`src/dssb_pkg.sv`:
```
package dssb_pkg;

   localparam int DEPTH_DEFAULT = 64;
   localparam int CNT_W = 7;
   localparam int VAL_W = 32;

   localparam logic [CNT_W-1:0] CAP_RESET = 7'd64;

   localparam logic [1:0] OP_PUSH = 2'd0;
   localparam logic [1:0] OP_POP  = 2'd1;
   localparam logic [1:0] OP_SHOW = 2'd2;
   localparam logic [1:0] OP_LEN  = 2'd3;

   localparam logic [1:0] ST_OK    = 2'd0;
   localparam logic [1:0] ST_OVER  = 2'd1;
   localparam logic [1:0] ST_UNDER = 2'd2;
   localparam logic [1:0] ST_EMPTY = 2'd3;

   typedef struct packed {
      logic [1:0]              opcode;
      logic                    stack_select;
      logic signed [VAL_W-1:0] push_value;
   } req_type;

   typedef struct packed {
      logic [1:0]              status;
      logic signed [VAL_W-1:0] entry_value;
      logic [CNT_W-1:0]        length;
      logic                    last;
   } rsp_type;

   // Decoded request as it sits in the queue between front and back.
   typedef struct packed {
      logic                    is_push;
      logic                    is_pop;
      logic                    is_show;
      logic                    is_len;
      logic                    sel;
      logic signed [VAL_W-1:0] value;
   } cmd_type;

   typedef struct packed {
      logic    valid;
      cmd_type cmd;
   } queue_head_type;

endpackage

```
`src/dssb_front.sv`:
```
module dssb_front (
   input  logic                     clock,
   input  logic                     reset,
   input  logic                     start,
   output logic                     busy,
   input  dssb_pkg::req_type        req_payload,
   output dssb_pkg::queue_head_type head,
   input  logic                     take
);

   dssb_pkg::cmd_type ent_ff [2];
   logic              wr_ptr_ff, wr_ptr_in;
   logic              rd_ptr_ff, rd_ptr_in;
   logic [1:0]        count_ff, count_in;
   logic              push;
   logic              pop;
   dssb_pkg::cmd_type dec;

   always_comb begin
      dec.is_push = 1'b0;
      dec.is_pop  = 1'b0;
      dec.is_show = 1'b0;
      dec.is_len  = 1'b0;
      unique case (req_payload.opcode)
         dssb_pkg::OP_PUSH: dec.is_push = 1'b1;
         dssb_pkg::OP_POP:  dec.is_pop  = 1'b1;
         dssb_pkg::OP_SHOW: dec.is_show = 1'b1;
         dssb_pkg::OP_LEN:  dec.is_len  = 1'b1;
         default:           dec.is_len  = 1'b1;
      endcase
      dec.sel   = req_payload.stack_select;
      dec.value = req_payload.push_value;
   end

   assign busy = (count_ff == 2'd2);
   assign push = start & ~busy;
   assign pop  = take & (count_ff != 2'd0);

   assign head.valid = (count_ff != 2'd0);
   assign head.cmd   = ent_ff[rd_ptr_ff];

   always_comb begin
      wr_ptr_in = push ? ~wr_ptr_ff : wr_ptr_ff;
      rd_ptr_in = pop ? ~rd_ptr_ff : rd_ptr_ff;
      count_in  = count_ff;
      if (push && !pop) begin
         count_in = count_ff + 2'd1;
      end else if (pop && !push) begin
         count_in = count_ff - 2'd1;
      end
   end

   always_ff @(posedge clock) begin
      if (reset) begin
         wr_ptr_ff <= 1'b0;
         rd_ptr_ff <= 1'b0;
         count_ff  <= 2'd0;
      end else begin
         wr_ptr_ff <= wr_ptr_in;
         rd_ptr_ff <= rd_ptr_in;
         count_ff  <= count_in;
      end
   end

   always_ff @(posedge clock) begin
      if (push) begin
         ent_ff[wr_ptr_ff] <= dec;
      end
   end

endmodule

```
`src/dssb_back.sv`:
```
module dssb_back #(
   parameter int DEPTH = dssb_pkg::DEPTH_DEFAULT
) (
   input  logic                          clock,
   input  logic                          reset,
   input  logic [dssb_pkg::CNT_W-1:0]    capacity,
   input  dssb_pkg::queue_head_type      head,
   output logic                          take,
   output logic                          rsp_strobe,
   output dssb_pkg::rsp_type             rsp_payload
);

   localparam int AW = (DEPTH > 1) ? $clog2(DEPTH) : 1;
   localparam int CW = dssb_pkg::CNT_W;
   localparam logic [CW-1:0] DEPTH_C = CW'(DEPTH);
   localparam logic [CW-1:0] TOP_C   = CW'(DEPTH - 1);

   localparam logic ST_IDLE = 1'b0;
   localparam logic ST_SHOW = 1'b1;

   logic [dssb_pkg::VAL_W-1:0] mem_ff [DEPTH];

   logic                    state_ff, state_in;
   logic [CW-1:0]           cf_ff, cf_in;
   logic [CW-1:0]           cs_ff, cs_in;
   logic [CW-1:0]           k_ff, k_in;
   logic                    sel_ff, sel_in;
   logic [CW-1:0]           show_len_ff, show_len_in;
   logic                    res_valid_ff, res_valid_in;
   dssb_pkg::rsp_type       res_ff, res_in;
   logic                    rd_valid_ff, rd_valid_in;
   logic                    rd_last_ff;
   logic [dssb_pkg::VAL_W-1:0] rd_data_ff;

   logic [CW-1:0]           eff_cap;
   logic [CW:0]             fill;
   logic [CW-1:0]           cnt_sel;
   logic                    wr_en;
   logic [CW-1:0]           wr_pos;
   logic [CW-1:0]           rd_pos;
   logic                    rd_en;

   always_comb begin
      if (capacity == '0) begin
         eff_cap = CW'(1);
      end else if (capacity > DEPTH_C) begin
         eff_cap = DEPTH_C;
      end else begin
         eff_cap = capacity;
      end
   end

   assign fill    = {1'b0, cf_ff} + {1'b0, cs_ff};
   assign cnt_sel = head.cmd.sel ? cs_ff : cf_ff;
   assign take    = (state_ff == ST_IDLE) & head.valid;

   // Stack two lives at the bottom, stack one counts down from the top entry.
   assign wr_pos = head.cmd.sel ? cs_ff : (TOP_C - cf_ff);
   assign rd_pos = sel_ff ? k_ff : (TOP_C - k_ff);
   assign rd_en  = (state_ff == ST_SHOW);

   always_comb begin
      state_in     = state_ff;
      cf_in        = cf_ff;
      cs_in        = cs_ff;
      k_in         = k_ff;
      sel_in       = sel_ff;
      show_len_in  = show_len_ff;
      res_valid_in = 1'b0;
      res_in       = res_ff;
      rd_valid_in  = 1'b0;
      wr_en        = 1'b0;

      unique case (state_ff)
         ST_IDLE: begin
            if (take) begin
               res_in.entry_value = '0;
               res_in.last        = 1'b1;
               res_in.status      = dssb_pkg::ST_OK;
               res_in.length      = cnt_sel;
               if (head.cmd.is_push) begin
                  res_valid_in = 1'b1;
                  if (fill >= {1'b0, eff_cap}) begin
                     res_in.status = dssb_pkg::ST_OVER;
                  end else begin
                     wr_en         = 1'b1;
                     res_in.length = cnt_sel + CW'(1);
                     if (head.cmd.sel) begin
                        cs_in = cs_ff + CW'(1);
                     end else begin
                        cf_in = cf_ff + CW'(1);
                     end
                  end
               end else if (head.cmd.is_pop) begin
                  res_valid_in = 1'b1;
                  if (cnt_sel == '0) begin
                     res_in.status = dssb_pkg::ST_UNDER;
                  end else begin
                     res_in.length = cnt_sel - CW'(1);
                     if (head.cmd.sel) begin
                        cs_in = cs_ff - CW'(1);
                     end else begin
                        cf_in = cf_ff - CW'(1);
                     end
                  end
               end else if (head.cmd.is_show) begin
                  if (cnt_sel == '0) begin
                     res_valid_in  = 1'b1;
                     res_in.status = dssb_pkg::ST_EMPTY;
                  end else begin
                     state_in    = ST_SHOW;
                     k_in        = cnt_sel - CW'(1);
                     sel_in      = head.cmd.sel;
                     show_len_in = cnt_sel;
                  end
               end else begin
                  res_valid_in = 1'b1;
               end
            end
         end
         ST_SHOW: begin
            rd_valid_in = 1'b1;
            if (k_ff == '0) begin
               state_in = ST_IDLE;
            end else begin
               k_in = k_ff - CW'(1);
            end
         end
         default: state_in = ST_IDLE;
      endcase
   end

   always_ff @(posedge clock) begin
      if (reset) begin
         state_ff     <= ST_IDLE;
         cf_ff        <= '0;
         cs_ff        <= '0;
         res_valid_ff <= 1'b0;
         rd_valid_ff  <= 1'b0;
      end else begin
         state_ff     <= state_in;
         cf_ff        <= cf_in;
         cs_ff        <= cs_in;
         res_valid_ff <= res_valid_in;
         rd_valid_ff  <= rd_valid_in;
      end
   end

   always_ff @(posedge clock) begin
      k_ff        <= k_in;
      sel_ff      <= sel_in;
      show_len_ff <= show_len_in;
      res_ff      <= res_in;
      rd_last_ff  <= (k_ff == '0);
   end

   always_ff @(posedge clock) begin
      if (wr_en) begin
         mem_ff[wr_pos[AW-1:0]] <= head.cmd.value;
      end
      if (rd_en) begin
         rd_data_ff <= mem_ff[rd_pos[AW-1:0]];
      end
   end

   assign rsp_strobe = res_valid_ff | rd_valid_ff;

   always_comb begin
      if (rd_valid_ff) begin
         rsp_payload.status      = dssb_pkg::ST_OK;
         rsp_payload.entry_value = rd_data_ff;
         rsp_payload.length      = show_len_ff;
         rsp_payload.last        = rd_last_ff;
      end else begin
         rsp_payload = res_ff;
      end
   end

   a_one_source: assert property (@(posedge clock) disable iff (reset)
      !(res_valid_ff && rd_valid_ff))
      else $error("immediate result and show entry collide");

   a_fill_bound: assert property (@(posedge clock) disable iff (reset)
      ({1'b0, cf_ff} + {1'b0, cs_ff}) <= {1'b0, DEPTH_C})
      else $error("stack counts exceed buffer depth");

   a_no_take_in_show: assert property (@(posedge clock) disable iff (reset)
      (state_ff == ST_SHOW) |-> !take)
      else $error("request taken during show walk");

   a_show_last_ends: assert property (@(posedge clock) disable iff (reset)
      (rd_valid_ff && rd_last_ff) |-> $past(state_ff == ST_SHOW) && (state_ff == ST_IDLE))
      else $error("show walk did not end with its final entry");

endmodule

```
`src/dual_stack_shared_buffer_core.sv`:
```
// Channel   | Ports                               | Handshake
// request   | start, busy, req_payload            | taken when start is high and busy low
// result    | rsp_strobe, rsp_payload             | one cycle per result, no back pressure
// register  | csr_we, csr_wdata                   | capacity written when csr_we is high
//
// Push, pop and length leave the execution unit idle, so one such request per cycle
// is sustained unless a show holds the unit; the request queue and then the result
// register lie between acceptance and result. A show of n entries holds the unit,
// reading one entry per cycle from the single-port entry memory; one result per entry.
// Reset clears both counts, the request queue and sets capacity to 64.
// Busy rises only when the two-entry request queue is full.
module dual_stack_shared_buffer_core #(
   parameter int DEPTH = dssb_pkg::DEPTH_DEFAULT
) (
   input  logic                          clock,
   input  logic                          reset,
   input  logic                          start,
   output logic                          busy,
   input  dssb_pkg::req_type             req_payload,
   output logic                          rsp_strobe,
   output dssb_pkg::rsp_type             rsp_payload,
   input  logic                          csr_we,
   input  logic [dssb_pkg::CNT_W-1:0]    csr_wdata
);

   logic [dssb_pkg::CNT_W-1:0] capacity_ff;
   dssb_pkg::queue_head_type   head;
   logic                       take;

   always_ff @(posedge clock) begin
      if (reset) begin
         capacity_ff <= dssb_pkg::CAP_RESET;
      end else if (csr_we) begin
         capacity_ff <= csr_wdata;
      end
   end

   dssb_front u_front (
      .clock       (clock),
      .reset       (reset),
      .start       (start),
      .busy        (busy),
      .req_payload (req_payload),
      .head        (head),
      .take        (take)
   );

   dssb_back #(
      .DEPTH (DEPTH)
   ) u_back (
      .clock       (clock),
      .reset       (reset),
      .capacity    (capacity_ff),
      .head        (head),
      .take        (take),
      .rsp_strobe  (rsp_strobe),
      .rsp_payload (rsp_payload)
   );

endmodule

```
`config.mk`:
```
export PLATFORM = sky130hd
export DESIGN_NAME = dual_stack_shared_buffer_core
export DESIGN_NICKNAME = d
export VERILOG_FILES = /design/src/dssb_pkg.sv /design/src/dssb_front.sv /design/src/dssb_back.sv /design/src/dual_stack_shared_buffer_core.sv
export SDC_FILE = /design/constraint.sdc
export NUM_CORES = 2
export LEC_CHECK = 0
export BUFFER_PORTS_ARGS = -buffer_cell sky130_fd_sc_hd__buf_2
export CAP_MARGIN = 10
export CORE_ASPECT_RATIO = 1.25
export CORE_UTILIZATION = 60
export DETAILED_ROUTE_END_ITERATION = 7
export PLACE_DENSITY = 0.85
export SKIP_LAST_GASP = 1
export SLEW_MARGIN = 15
export SYNTH_ARGS = -nofsm -noshare
export SYNTH_HDL_FRONTEND = slang
export SYNTH_SLANG_ARGS = --single-unit
```
`constraint.sdc`:
```
create_clock -name clock -period 6.1 [get_ports clock]
set_input_delay 0 -clock clock [delete_from_list [all_inputs] [get_ports clock]]
set_output_delay 0 -clock clock [all_outputs]
set_load 0.05 [all_outputs]
```
# Yosys cells after proc, flatten, opt, wreduce, memory -nomap -nowiden
# Memories as Yosys holds them, arrays and structs flattened. A register that Yosys moved wholly into a read port is not among the register bits.
# Cells that the tools add are included.
# totals
reg_bits	53
latch_bits	0
ram_bits	2122
mem_bits_ro	0
input_bits	46
out_inout_bits	44
elab_cells	136
mem_count	2
# mem_list
name	depth	word_bits	read_ports	rd_ports_with_merged_regs	wr	line	source
u_back.mem_ff	64	32	1	1	1	dssb_back.sv:21	logic [dssb_pkg::VAL_W-1:0] mem_ff [DEPTH];
u_front.ent_ff	2	37	1	1	1	dssb_front.sv:11	dssb_pkg::cmd_type ent_ff [2];
# classes
add_sub_neg	12
n_mul	0
div	0
magnitude_cmp	2
n_eq_ne	12
shifts	0
mux	63
bitwise	13
n_reduce_logical	17
# op_table
operator	count
$mux W7	25
$mux W42	1
$sub A7 B1 Y7 const B	4
$mux W1	26
$reduce_and A6 Y1	4
$add A7 B1 Y7 const B	3
$logic_not A7 Y1	3
$ne A2 B2 Y1 const B	8
$mux W2	7
$pmux W7 S2	1
$mux W6	2
$sub A6 B6 Y6 const A	2
$not A1 Y1	9
$add A7 B7 Y8	1
$ge A8 B7 Y1	1
$gt A7 B7 Y1 const B	1
$eq A2 B2 Y1 const B	3
$reduce_bool A2 Y1	3
$and A1 B1 Y1	3
$reduce_or A3 Y1	1
$add A2 B1 Y2 const B	1
$eq A2 B1 Y1 const B	1
$logic_and A1 B1 Y1	2
$logic_not A1 Y1	2
5 further kinds	5

# Depth between registers and ports, before layout
# logic_depth
ltp_word	10
mapped_depth	14
ltp_nobuf	13

# Cells and area by module
# Synthesis repeated with hierarchy kept, for this count alone.
# unflattened
hier_cells	5541
hier_area_um2	99357.8
# modules_own_cells
mod	n_inst	cells_each	area_per_inst_um2	seq_area_each_um2
dssb_back	1	5375	96197.3	63540.9
dssb_front	1	144	2909.0	2322.2
dual_stack_shared_buffer_core	1	22	251.5	140.1

# Worst setup path before layout
# No wires, ideal clock.
# synth_timing
path_type	register to register
from	reg u_back.cs_ff[0]
to	mem u_back.mem_ff[15][0] in the netlist's numbering (enable)
setup_time_ns	0.421
arrival_time_ns	4.501
t_required_ns	5.679
slack_ns	1.178
stages_incl_launch_ff	15
n_path_buf	1
period_less_slack_ns	4.922
cell_sequence	dfxtp_1 -> ha_1 -> fa_1 -> a21o_1 -> a21oi_1 -> o21bai_1 -> a21oi_1 -> xnor2_1 -> ha_1 -> a2111oi_4 -> o21ai_1 -> nor2_1 -> buf_4 -> nand4_2 -> nor2_1
# synth_via
elab_chain_len	8
elab_cells_between_ends	9
cone_classes	1 x add/sub; 1 x order compare; 7 x mux
# synth_lines
element	line	source
start: declaration	dssb_back.sv:25	logic [CW-1:0] cs_ff, cs_in;
start signal: assignment	dssb_back.sv:143	cs_ff <= cs_in;
$add A7 B7 Y8	dssb_back.sv:53	assign fill = {1'b0, cf_ff} + {1'b0, cs_ff};
$ge A8 B7 Y1	dssb_back.sv:83	if (fill >= {1'b0, eff_cap}) begin
$mux W1	dssb_back.sv:83	
$mux W1	dssb_back.sv:81	if (head.cmd.is_push) begin
$mux W1	dssb_back.sv:76	if (take) begin
$mux W1	dssb_back.sv:74	unique case (state_ff)
$mux W1	dssb_back.sv:158	if (wr_en) begin
$mux W1 (not written as such)	dssb_back.sv:159	mem_ff[wr_pos[AW-1:0]] <= head.cmd.value;
end: declaration	dssb_back.sv:21	
# Parallel ways exist; a longest one is shown, timed or not.

# Worst setup path in the final report
# layout_timing
from	reg u_back.cf_ff[0]
to	mem u_back.mem_ff[6][6] in the netlist's numbering (enable)
# layout_via
elab_chain_len	8
elab_cells_between_ends	10
cone_classes	2 x add/sub; 1 x order compare; 7 x mux
# layout_lines
element	line	source
start: declaration	dssb_back.sv:24	logic [CW-1:0] cf_ff, cf_in;
start signal: assignment	dssb_back.sv:142	cf_ff <= cf_in;
$add A7 B7 Y8	dssb_back.sv:53	
$ge A8 B7 Y1	dssb_back.sv:83	
$mux W1	dssb_back.sv:83	
$mux W1	dssb_back.sv:81	
$mux W1	dssb_back.sv:76	
$mux W1	dssb_back.sv:74	
$mux W1	dssb_back.sv:158	
$mux W1 (not written as such)	dssb_back.sv:159	
# Parallel ways exist; a longest one is shown, timed or not.

==> summary.md <==
| Metric | Value |
|---|---|
| Status | `completed` |
| GRT overflow | `0` |
| Fin crit share | `88.0%` |
| P&R area growth vs syn | `10.6%` |
| Largest net degree at the start of global routing | `155` |
| Top cell type's share of synthesized area | `63.6%` |
| Initial DRC count | `12,074` |
| Synth warn | `0` |
| Core Area | `170,000 um2` |
| Mean area per synthesized cell | `14.3 um2` |
| Starting Density | `60.5%` |
| Ys async rst share | `0%` |
| Worst EP required | `6.60 ns` |
| Top Ports | `90` |
| Synth Register Bits | `2,206` |
| Drt pass-1 iters | `7` |
| Slew margin rel. | `12.7%` |
| H-tree levels | `4` |
| Longest Clk Path Bufs | `3` |
| Clk sinks | `2,206` |
| Total CTS buffers | `194` |
| Port bufs | `89` |
| Die height | `465 um` |
| Final Non-Filler Cells | `9,649` |
| Post-synthesis sequential area ratio | `64.2%` |
| Crit end category | `register` |
| Cell with the most instances after synthesis | `edfxtp_1` |
| DP Worst Slack | `0.995 ns` |
| Hold Path Class | `primary input to register` |
| Clk network pwr share | `29.2%` |
| Layout cells sized above 1 | `12.1%` |
| Critical path launch point type | `register` |
| Vias in the first global route | `67,641` |
| Routed vias/inst | `7.28` |
| Final Wtd Congestion | `0.983` |
| WS Path Type | `register to register` |
| Pint | `28,700 uW` |
| Worst path cell trace | `ha_1, fa_1, a21o_1, a21oi_1, o21bai_1, a21oi_1, xnor2_1, ha_1, a2111oi_4, o21ai_1, nor2_1, nand4_2, buf_4, nor2_4, buf_4` |
| Die ar. | `173,000 um2` |
| Sw frac | `33.7%` |
| RSZ-0062 raised after global routing | `false` |
| Maximum vdd drop | `0.000422 V` |
| Die X | `372 um` |
| Post-CTS Setup Inserts | `0` |
| Final Hold Viols | `0` |
| Routed Antenna Nets | `0` |
| Max Fclk | `186 MHz` |
| Pwr Density | `381 nW/um2` |
| Worst slew pin tran | `1.30 ns` |
| All-Layer GR Usage | `36.1%` |
| WL per Instance | `32.9 um` |
| First-pass GRT wire length | `450 mm` |
| Nets@finish | `7,334` |
| Max cap viols | `0` |
| Row cnt | `169` |
| Crit path max fanout | `32` |
| DRC errors left | `0` |
| CTS tree | `done` |
| Placed Area | `106,000 um2` |
| CP arrival | `5.88 ns` |
| Lkg Pwr | `0.0414 uW` |
| Total chip power | `43,300 uW` |
| CP max stage cell | `nand4_2` |
| Placed insts | `9,180` |
| Net Sw Power | `14,600 uW` |
| Post-synth EDFFs | `2,176` |
| Cell area after layout | `114,000 um2` |
| Fin crit period | `5.37 ns` |
| Post-synth cell types | `75` |
| Clock Skews | `0.0285 ns` |
| Synthesized instance count | `7,191` |
| # setup viols final | `0` |
| Vias | `70,211` |
| DRT Wirelength | `318 mm` |
| Clk slew on worst S/H paths | `0.07 ns` |
| Ranking of synthesized cells by area | `edfxtp_1 64%, mux2i_1 16%, a21oi_1 4.3%, a22oi_1 2.4%, o21ai_0 2.0%` |
| TNS Setup | `0 ns` |
| Power share of the sequential group | `43.6%` |
| DP HPWL | `183 mm` |
| CTS resizes | `0` |
| Initial antenna violation count | `22` |
| Synth cell count leaders | `2,176 x edfxtp_1, 1,663 x mux2i_1, 883 x a21oi_1, 403 x o21ai_0, 322 x a22oi_1` |
| Syn_nets | `7,270` |
| Setup ws final | `0.730 ns` |
| Synth Cell Area | `103,000 um2` |
| Crit-path max cell delay | `0.66 ns` |
| Clock root cell | `clkbuf_16` |
| Fin. max-slew vios | `0` |
| Latest clock arrival within the worst-skew pair | `0.88 ns` |
| Post-synth top area cell | `edfxtp_1` |
| Combinational power share | `27.2%` |
| Main synth FF type | `edfxtp_1` |
power by group through the flow:
stage | combinational [uW] | sequential [uW] | clock [uW]
global placement | 10800 | 19100 | 0
global route | 11900 | 18900 | 13200
finish | 11800 | 18900 | 12700
detailed placement | 11100 | 19200 | 0
CTS | 11200 | 18800 | 12600
floorplan | 6590 | 19000 | 0
per-layer routing:
metal | track usage (%) | up-vias | routed length [um]
li1 | - | 28694 | -
met1 | 43.5 | 34429 | 102000
met2 | 54.5 | 5880 | 143000
met3 | 11.2 | 1184 | 43900
met4 | 26.7 | 24 | 28400
met5 | 0.255 | - | 203
registers in the layout, summed over array words and instances, names as in the netlist, named ones only:
name / flops
u_back.res_valid_ff: 1
u_back.rd_en: 1
u_front.count_ff: 2
u_front.wr_ptr_ff: 1
u_back.rd_last_ff: 1
capacity_ff: 7
u_back.cf_ff: 7
u_back.show_len_ff: 7
u_back.mem_ff: 2048
u_back.res_ff: 9
u_front.ent_ff: 72
u_front.rd_ptr_ff: 1
u_back.rd_valid_ff: 1
u_back.sel_ff: 1
u_back.k_ff: 7
u_back.cs_ff: 7
u_back.rd_data_ff: 32
placed cells by master (no fill, tap or decap), types with 11 or more instances in the layout:
master            n
buf_4           198
buf_2            90
o22a_1           16
ha_1             30
a2111oi_0        14
a21oi_1         882
nor3_1           11
nor2b_1          13
edfxtp_1       2176
bufinv_16        24
a22oi_1         322
clkinv_2         30
and2_1           37
nand4_1          19
a221oi_1         31
inv_1            20
o22ai_1         153
dfxtp_1          27
a211oi_1         18
o211ai_1         39
buf_12           22
clkinv_1         33
nand3b_1         11
o21ai_0         401
mux2i_1        1661
nand2_1         120
nor2_1           97
clkbuf_16       199
xnor2_1          20
mux4_2           64
mux2_2          117
nand3_1         117
dlygate4sd3_1   102
o221ai_1         19
clkinvlp_4       14
nor2_4           66
clkbuf_1         46
timing repair:
action	CTS	global route
endpoints found under the setup margin	0	0
hold buffers	102	0
hold endpoints to repair	173	0
per-stage QoR:
| stage | utilization (%) | hold WS [ns] |
|---|---|---|
| 2_1_floorplan | - | 0.0989 |
| 3_3_place_gp | 62.5 | 0.189 |
| 3_5_place_dp | 62.5 | 0.192 |
| 4_1_cts | 66.9 | 0.00585 |
| 5_1_grt | 66.9 | 0.0491 |
| 6_report | 66.9 | 0.0386 |
cells by family after synthesis:
| logic type | Yosys count | synth area share, % |
|---|---|---|
| XOR/XNOR | 31 | 0.264 |
| AND/OR/NAND/NOR | 543 | 2.54 |
| multiplexers | 1856 | 19.0 |
| adder cells (fa/ha/maj) | 33 | 0.424 |
| buffers and inverters | 568 | 2.43 |
| flip-flops | 2206 | 64.2 |
| AO/OA/AOI/OAI | 1954 | 11.1 |
path summary, 6_finish.rpt:
kind,start,end,slack (ns),cells after the start
worst min register to register,u_front.rd_ptr_ff,register,0.51,2
worst min-delay path,csr_we,capacity_ff[6],0.04,3
worst max-delay path,u_back.cf_ff[0],u_back.mem_ff[6][6],0.73,15
worst max register to register,u_back.cf_ff[0],u_back.mem_ff[6][6],0.73,15
critical path, delay by kind of cell, from the launching register on:
kind / cells / cell delay (ns)
compound gates: 6 / 1.33
xor+xnor: 1 / 0.14
buf+inv: 2 / 0.95
flops: 1 / 0.42
simple gates: 3 / 1.12
fa+ha+maj: 3 / 0.99
cell type report:
type,instances,area [um2]
Timing Repair Buffer,413,3410
Clock inverter,116,1270
Antenna cell,6,15.0
Sequential cell,2206,65900
Tap cell,2223,2780
Fill cell,10784,56100
Multi-Input combinational cell,4417,35000
Clock buffer,245,5150
Inverter,23,96.3
(Power assumes the default switching activity.)
